[config.mk]
export PLATFORM = sky130hd
export DESIGN_NAME = bsort_seq
export DESIGN_NICKNAME = d
export VERILOG_FILES = /design/src/hw/rtl/bsort_pkg.sv /design/src/hw/rtl/bsort_seq.sv
export SDC_FILE = /design/constraint.sdc
export NUM_CORES = 1
export LEC_CHECK = 0
export ABC_AREA = 1
export BUFFER_PORTS_ARGS = -buffer_cell sky130_fd_sc_hd__buf_2
export CORE_MARGIN = 2
export CORE_UTILIZATION = 45
export DETAILED_ROUTE_END_ITERATION = 6
export PLACE_DENSITY = 0.72
export SYNTH_ARGS = -nofsm -noshare
export SYNTH_HDL_FRONTEND = slang
export SYNTH_SLANG_ARGS = --single-unit
[constraint.sdc]
create_clock -name clock -period 4.9 [get_ports clock]
set_clock_uncertainty 0.1 [all_clocks]
set_input_delay 0.49 -clock clock [delete_from_list [all_inputs] [get_ports clock]]
set_output_delay 0.49 -clock clock [all_outputs]
set_load 0.02 [all_outputs]
[src/hw/rtl/bsort_pkg.sv]
// Shared types for the bitonic sorter: controller states and sequencer control words.
package bsort_pkg;

   // Width of the key ports and the result key port.
   localparam int KEY_PORT_W = 32;

   typedef enum logic [2:0] {
      ST_IDLE,
      ST_SORT_RD,
      ST_SORT_WR,
      ST_EMIT_RD,
      ST_EMIT_LD
   } bsort_state_type;

   typedef struct packed {
      logic start;
      logic step;
   } seq_ctl_type;

   typedef struct packed {
      logic done;
      logic skip;
   } seq_sts_type;

endpackage

[src/hw/rtl/bsort_seq.sv]
// Compare schedule generator: walks the stages of an ascending bitonic network.
module bsort_seq import bsort_pkg::*; #(
   parameter int ADDR_W = 6,
   parameter int CNT_W  = 7
) (
   input  logic              clock,
   input  logic              reset,
   input  seq_ctl_type       seq_ctl,
   input  logic [CNT_W-1:0]  item_count,
   output seq_sts_type       seq_sts,
   output logic [ADDR_W-1:0] idx_lo,
   output logic [ADDR_W-1:0] idx_hi
);

   localparam int LG_W  = $clog2(ADDR_W + 1);
   localparam int IDX_W = ADDR_W + 1;

   logic [LG_W-1:0]   stage_ff, stage_in;
   logic [LG_W-1:0]   sub_ff, sub_in;
   logic [ADDR_W-1:0] pair_ff, pair_in;
   logic              done_ff, done_in;

   logic [IDX_W-1:0]  n_ext;
   logic [LG_W-1:0]   lg;
   logic [LG_W-1:0]   sub_p1;
   logic [ADDR_W-1:0] pairs_m1;
   logic [ADDR_W-1:0] lo_mask;
   logic              flip;
   logic [IDX_W-1:0]  partner;

   assign n_ext = IDX_W'(item_count);

   // Smallest power of two that covers the set; the rest of it is virtual padding.
   always_comb begin
      lg = '0;
      for (int b = ADDR_W; b >= 0; b--) begin
         if ((IDX_W'(1) << b) >= n_ext) begin
            lg = LG_W'(b);
         end
      end
   end

   assign sub_p1   = LG_W'(sub_ff + 1'b1);
   assign pairs_m1 = ADDR_W'((IDX_W'(1) << LG_W'(lg - 1'b1)) - 1'b1);
   assign lo_mask  = ADDR_W'((IDX_W'(1) << sub_ff) - 1'b1);
   assign flip     = (sub_ff == LG_W'(stage_ff - 1'b1));

   // The lower index of a pair has a zero inserted at the bit of the current distance.
   assign idx_lo  = ADDR_W'(((pair_ff >> sub_ff) << sub_p1) | (pair_ff & lo_mask));
   assign partner = flip ? ({1'b0, idx_lo} ^ ((IDX_W'(1) << sub_p1) - 1'b1))
                         : ({1'b0, idx_lo} | (IDX_W'(1) << sub_ff));
   assign idx_hi  = partner[ADDR_W-1:0];

   assign seq_sts.skip = (partner >= n_ext);
   assign seq_sts.done = done_ff || (lg == '0);

   always_comb begin
      stage_in = stage_ff;
      sub_in   = sub_ff;
      pair_in  = pair_ff;
      done_in  = done_ff;
      if (seq_ctl.start) begin
         stage_in = LG_W'(1);
         sub_in   = '0;
         pair_in  = '0;
         done_in  = 1'b0;
      end else if (seq_ctl.step) begin
         if (pair_ff == pairs_m1) begin
            pair_in = '0;
            if (sub_ff == '0) begin
               if (stage_ff == lg) begin
                  done_in = 1'b1;
               end else begin
                  stage_in = LG_W'(stage_ff + 1'b1);
                  sub_in   = stage_ff;
               end
            end else begin
               sub_in = LG_W'(sub_ff - 1'b1);
            end
         end else begin
            pair_in = ADDR_W'(pair_ff + 1'b1);
         end
      end
   end

   always_ff @(posedge clock) begin
      if (reset) begin
         stage_ff <= LG_W'(1);
         sub_ff   <= '0;
         pair_ff  <= '0;
         done_ff  <= 1'b0;
      end else begin
         stage_ff <= stage_in;
         sub_ff   <= sub_in;
         pair_ff  <= pair_in;
         done_ff  <= done_in;
      end
   end

endmodule

=== Yosys cells after proc, flatten, opt, wreduce, memory -nomap -nowiden ===
Index checks and enable logic that the tools add are counted.
W data, S select, Z words.

* Output and inout port bits: 14
* Word-level logic and storage cells: 53
* Bits in registers: 13
* Input bits: 11

* Equality and inequality tests: 4
* Reduce and logical (&&, ||, !) cells: 7
* Order comparisons: 8
* Shift operators: 5
* Bitwise logic cells: 5
* Add/subtract/negate cells: 9
* Mux-type cells: 11

{| class="wikitable"
|+ Operators by type and width
! operator !! count
|-
| $mux W3 || 9
|-
| $shl A1 B3 Y7 const A || 2
|-
| $sub A6 B1 Y6 const B || 2
|-
| $sub A3 B1 Y3 const B || 3
|-
| $reduce_and A4 Y1 || 2
|-
| $ge A1 B7 Y1 const A || 1
|-
| $ge A2 B7 Y1 const A || 1
|-
| $ge A3 B7 Y1 const A || 1
|-
| $ge A4 B7 Y1 const A || 1
|-
| $ge A5 B7 Y1 const A || 1
|-
| $ge A6 B7 Y1 const A || 1
|-
| $ge A7 B7 Y1 || 1
|-
| $ge A7 B7 Y1 const A || 1
|-
| $mux W7 || 1
|-
| $or A6 B7 Y7 || 1
|-
| $sub A7 B1 Y7 const B || 1
|-
| $xor A6 B7 Y7 || 1
|-
| $add A3 B1 Y3 const B || 2
|-
| $add A6 B1 Y6 const B || 1
|-
| $and A6 B6 Y6 || 1
|-
| $eq A3 B3 Y1 || 2
|-
| $eq A6 B6 Y1 || 1
|-
| $logic_not A3 Y1 || 2
|-
| $mux W6 || 1
|-
| other kinds (9) || 9
|}

=== Logic depth before layout (Yosys ltp) ===
* Word-level depth: 13
* Gate-level depth with buffers: 23
* Gate-level depth less buffers: 22

=== Least setup slack after synthesis ===
No wires, ideal clock.

* Kind: register -> output
* Start: reg sub_ff[0]
* End: out seq_sts[0] (netlist name)
* Arrival: 3583 ps
* Stages on the path, launching flop included: 20
* Buffers on the path: 1
* Required time: 4310 ps
* Setup slack: 727 ps
* Path through: dfxtp_1 -> buf_2 -> inv_1 -> ha_1 -> inv_1 -> nor2_1 -> inv_1 -> ha_1 -> o22ai_1 -> xor2_1 -> nor2_1 -> inv_1 -> ha_1 -> a21boi_0 -> o21a_1 -> o21a_1 -> o21a_1 -> o21a_1 -> o21ai_0 -> nand2_1

{| class="wikitable"
|+ RTL lines
! element !! RTL line !! RTL
|-
| start, declared || bsort_seq.sv:19 || <nowiki>logic [LG_W-1:0] sub_ff, sub_in;</nowiki>
|-
| start signal, assigned || bsort_seq.sv:94 || <nowiki>sub_ff <= sub_in;</nowiki>
|-
| end, declared || bsort_seq.sv:10 || <nowiki>output seq_sts_type seq_sts,</nowiki>
|}

==> impl_metrics.ini <==
[place]
gp_congestion = 0.933
dp_hpwl_mm = 4.16
io_buffers = 24
dp_slack_ns = 0.799
post_dp_cell_area_mm2 = 0.00221

[layout]
drive_above_1_share_pct = 14.7
stdcell_area_mm2 = 0.00226
finalNetCount = 387
syn_to_final_growth_pct = 9.20
diodes = 0

[floorplan]
start_util_pct = 47.1
fp.dieW_um = 71.8
rows = 24
die-height_um = 71.8
core_area_mm2 = 0.00438
die_area_mm2 = 0.00515
ios = 25

[synthesis]
synth.avg_cell_area_um2 = 6.17
synth_cell_type_count = 35
synth_seq_area_share_pct = 12.6
synthCells = 335
synth_area_mm2 = 0.00207
async_flop_share_pct = 0
ys_ff_latch = 13
postSynthNetCount = 367
synth_edf_count = 0
dominantRegCellSynth = dfxtp_1
ys_warn_count = 0

[grt]
grt_pass1_wl_mm = 8.85
grt_max_degree = 14
grt_pass1_vias = 2007
overflow = 0
grt_usage_pct = 20.9
antenna_found_initial = 0

[power]
powerDensity_mw_per_mm2 = 127
irDropWorstVdd_mv = 0.133
p_leak_nw = 1.08

[cts]
htreeDepth = 1
cts_setup_buffers = 0
cts_tree = done
cts.repair.resized = 0
cts_hold_buf = 0
clk_pin_slew_ns = 0.06
clockRootBuffer = clkbuf_8
cts_buffer_depth = 2
clk_latency_ns = 0.25
clock_sinks = 13
numCtsBuffers = 3

[sta]
setup_tns_ns = 0
fin_ws_ns = 0.503
maxSlewViolCount = 0
final_hold_viol_count = 0
rsz0062_at_grt = no
fin_crit_sh_pct = 89.7
setup_violations = 0
tightest_slew_ns = 0.447
fin_crit_ns = 4.40
max_freq_ghz = 0.227
slew_headroom_pct = 69.8

[drt]
drt-initial-drc-count = 79
via_per_inst = 5.28
wl_per_cell_um = 12.6
wirelength_mm = 5.12
antenna_left = 0
vias = 2145
drt_first_pass_iters = 4
drc = 0

[critical_path]
critPathLaunchType = register
cp.required_ns = 4.31
crit_path_max_fanout = 13
worstSetupPathType = reg2out
arrival_ns = 3.81
worstSetupEndpointType = primary output

[flow_run]
cap_violations = 0

[hold_path]
hp-class = reg2reg

[status]
outcome = finished clean
## layer usage
layer  wire length [µm]  global-route usage [%]  vias to the layer above
li1                   -                       -                     1131
met1               2500                    27.9                      953
met2               2300                    34.9                       52
met3                230                    2.81                        9
met4                 90                    6.71                        0
met5                  0                       0                        -
## critical path: stages (launching register included)
cell	delay (ns)
dfxtp_1	0.56
buf_4	0.26
nand2_1	0.07
o211ai_1	0.08
o21ai_0	0.09
o21ai_0	0.26
nand2_1	0.12
nor2_1	0.15
inv_1	0.05
o22ai_1	0.14
inv_1	0.09
o21ai_0	0.26
ha_1	0.28
inv_1	0.05
a21boi_0	0.07
o21a_1	0.17
o21a_1	0.16
o21a_1	0.16
o21a_1	0.16
o21ai_0	0.13
nand2_1	0.06
buf_2	0.15
## final cells by class
class	count	area (µm²)
Fill cell	443	2130
Tap cell	52	65.1
Inverter	48	180
Timing Repair Buffer	26	135
Clock buffer	4	45.0
Multi-Input combinational cell	263	1570
Sequential cell	13	260
## power by group
group / internal (mW) / switching, mW
clock: 0.0576 / 0.0400
combinational: 0.0299 / 0.0514
sequential: 0.106 / 0.000815
total: 0.194 / 0.0922
## through the flow
stage / total power, mW / std cells / utilization [%] / hold WS (ns)
global placement: 0.188 / 402 / 50.5 / 0.335
floorplan: 0.170 / 335 / - / 0.325
detailed placement: 0.190 / 402 / 50.5 / 0.347
CTS: 0.288 / 406 / 51.5 / 0.355
finish: 0.286 / 406 / 51.5 / 0.349
global route: 0.303 / 406 / 51.5 / 0.370
## cell usage in the layout (no fill, tap or decap), types with 3 or more instances in the layout
master	synthesis	layout
a21oi_1	13	13
buf_2	2	24
clkbuf_8	0	3
dfxtp_1	13	13
ha_1	21	21
inv_1	46	46
nand2_1	76	76
nand2_2	7	7
nand2_4	3	3
nand3_1	20	20
nand3_2	3	3
nand4_1	9	9
nor2_1	32	32
nor2_4	3	3
nor3_1	5	5
o211ai_1	9	9
o21a_1	4	4
o21ai_0	20	20
xnor2_1	5	5
xor2_1	17	17
## flip-flops by register name, indices dropped and copies added, names as in the netlist
name      cells
stage_ff      3
sub_ff        3
pair_ff       6
done_ff       1
## path summary, 6_finish.rpt
| path | start | endpoint | slack, ns | depth (start not counted) |
|---|---|---|---|---|
| worst max-delay path | sub_ff[0]$_SDFFE_PP0P_ | seq_sts[0] | 0.50 | 21 |
| worst min-delay path | done_ff$_SDFFE_PP0P_ | done_ff$_SDFFE_PP0P_ | 0.35 | 2 |
| worst max register to register | sub_ff[1]$_SDFFE_PP0P_ | sub_ff[1]$_SDFFE_PP0P_ | 2.63 | 10 |
| worst min register to register | done_ff$_SDFFE_PP0P_ | done_ff$_SDFFE_PP0P_ | 0.35 | 2 |
## synthesized netlist by cell type (all sizes together) (4+ instances only)
cell type,n,share of area [%]
xnor2,5,2.1
o211ai,9,3.3
nand3,23,6.3
nor3,5,1.2
clkbuf,7,1.3
nand4,9,2.7
ha,21,13
buf,4,1.4
nand2,86,18
inv,48,8.7
nor2,36,7.7
o21ai,21,5.3
xor2,17,7.2
dfxtp,13,13
a21oi,14,3.9
o21a,4,1.5
## logic make-up (layout without fill, tap and decap cells)
group	Yosys count	after routing	synth area share [%]
adders and majority gates	21	21	12.7
buffers and inverters	59	78	11.4
DFF	13	13	12.6
muxes	1	1	0.484
AOI/OAI and AO/OA	55	55	16.3
xor gates and xnor gates	22	22	9.32
and+or+nand+nor	164	164	37.2
Power figures use the tool's default switching activity.
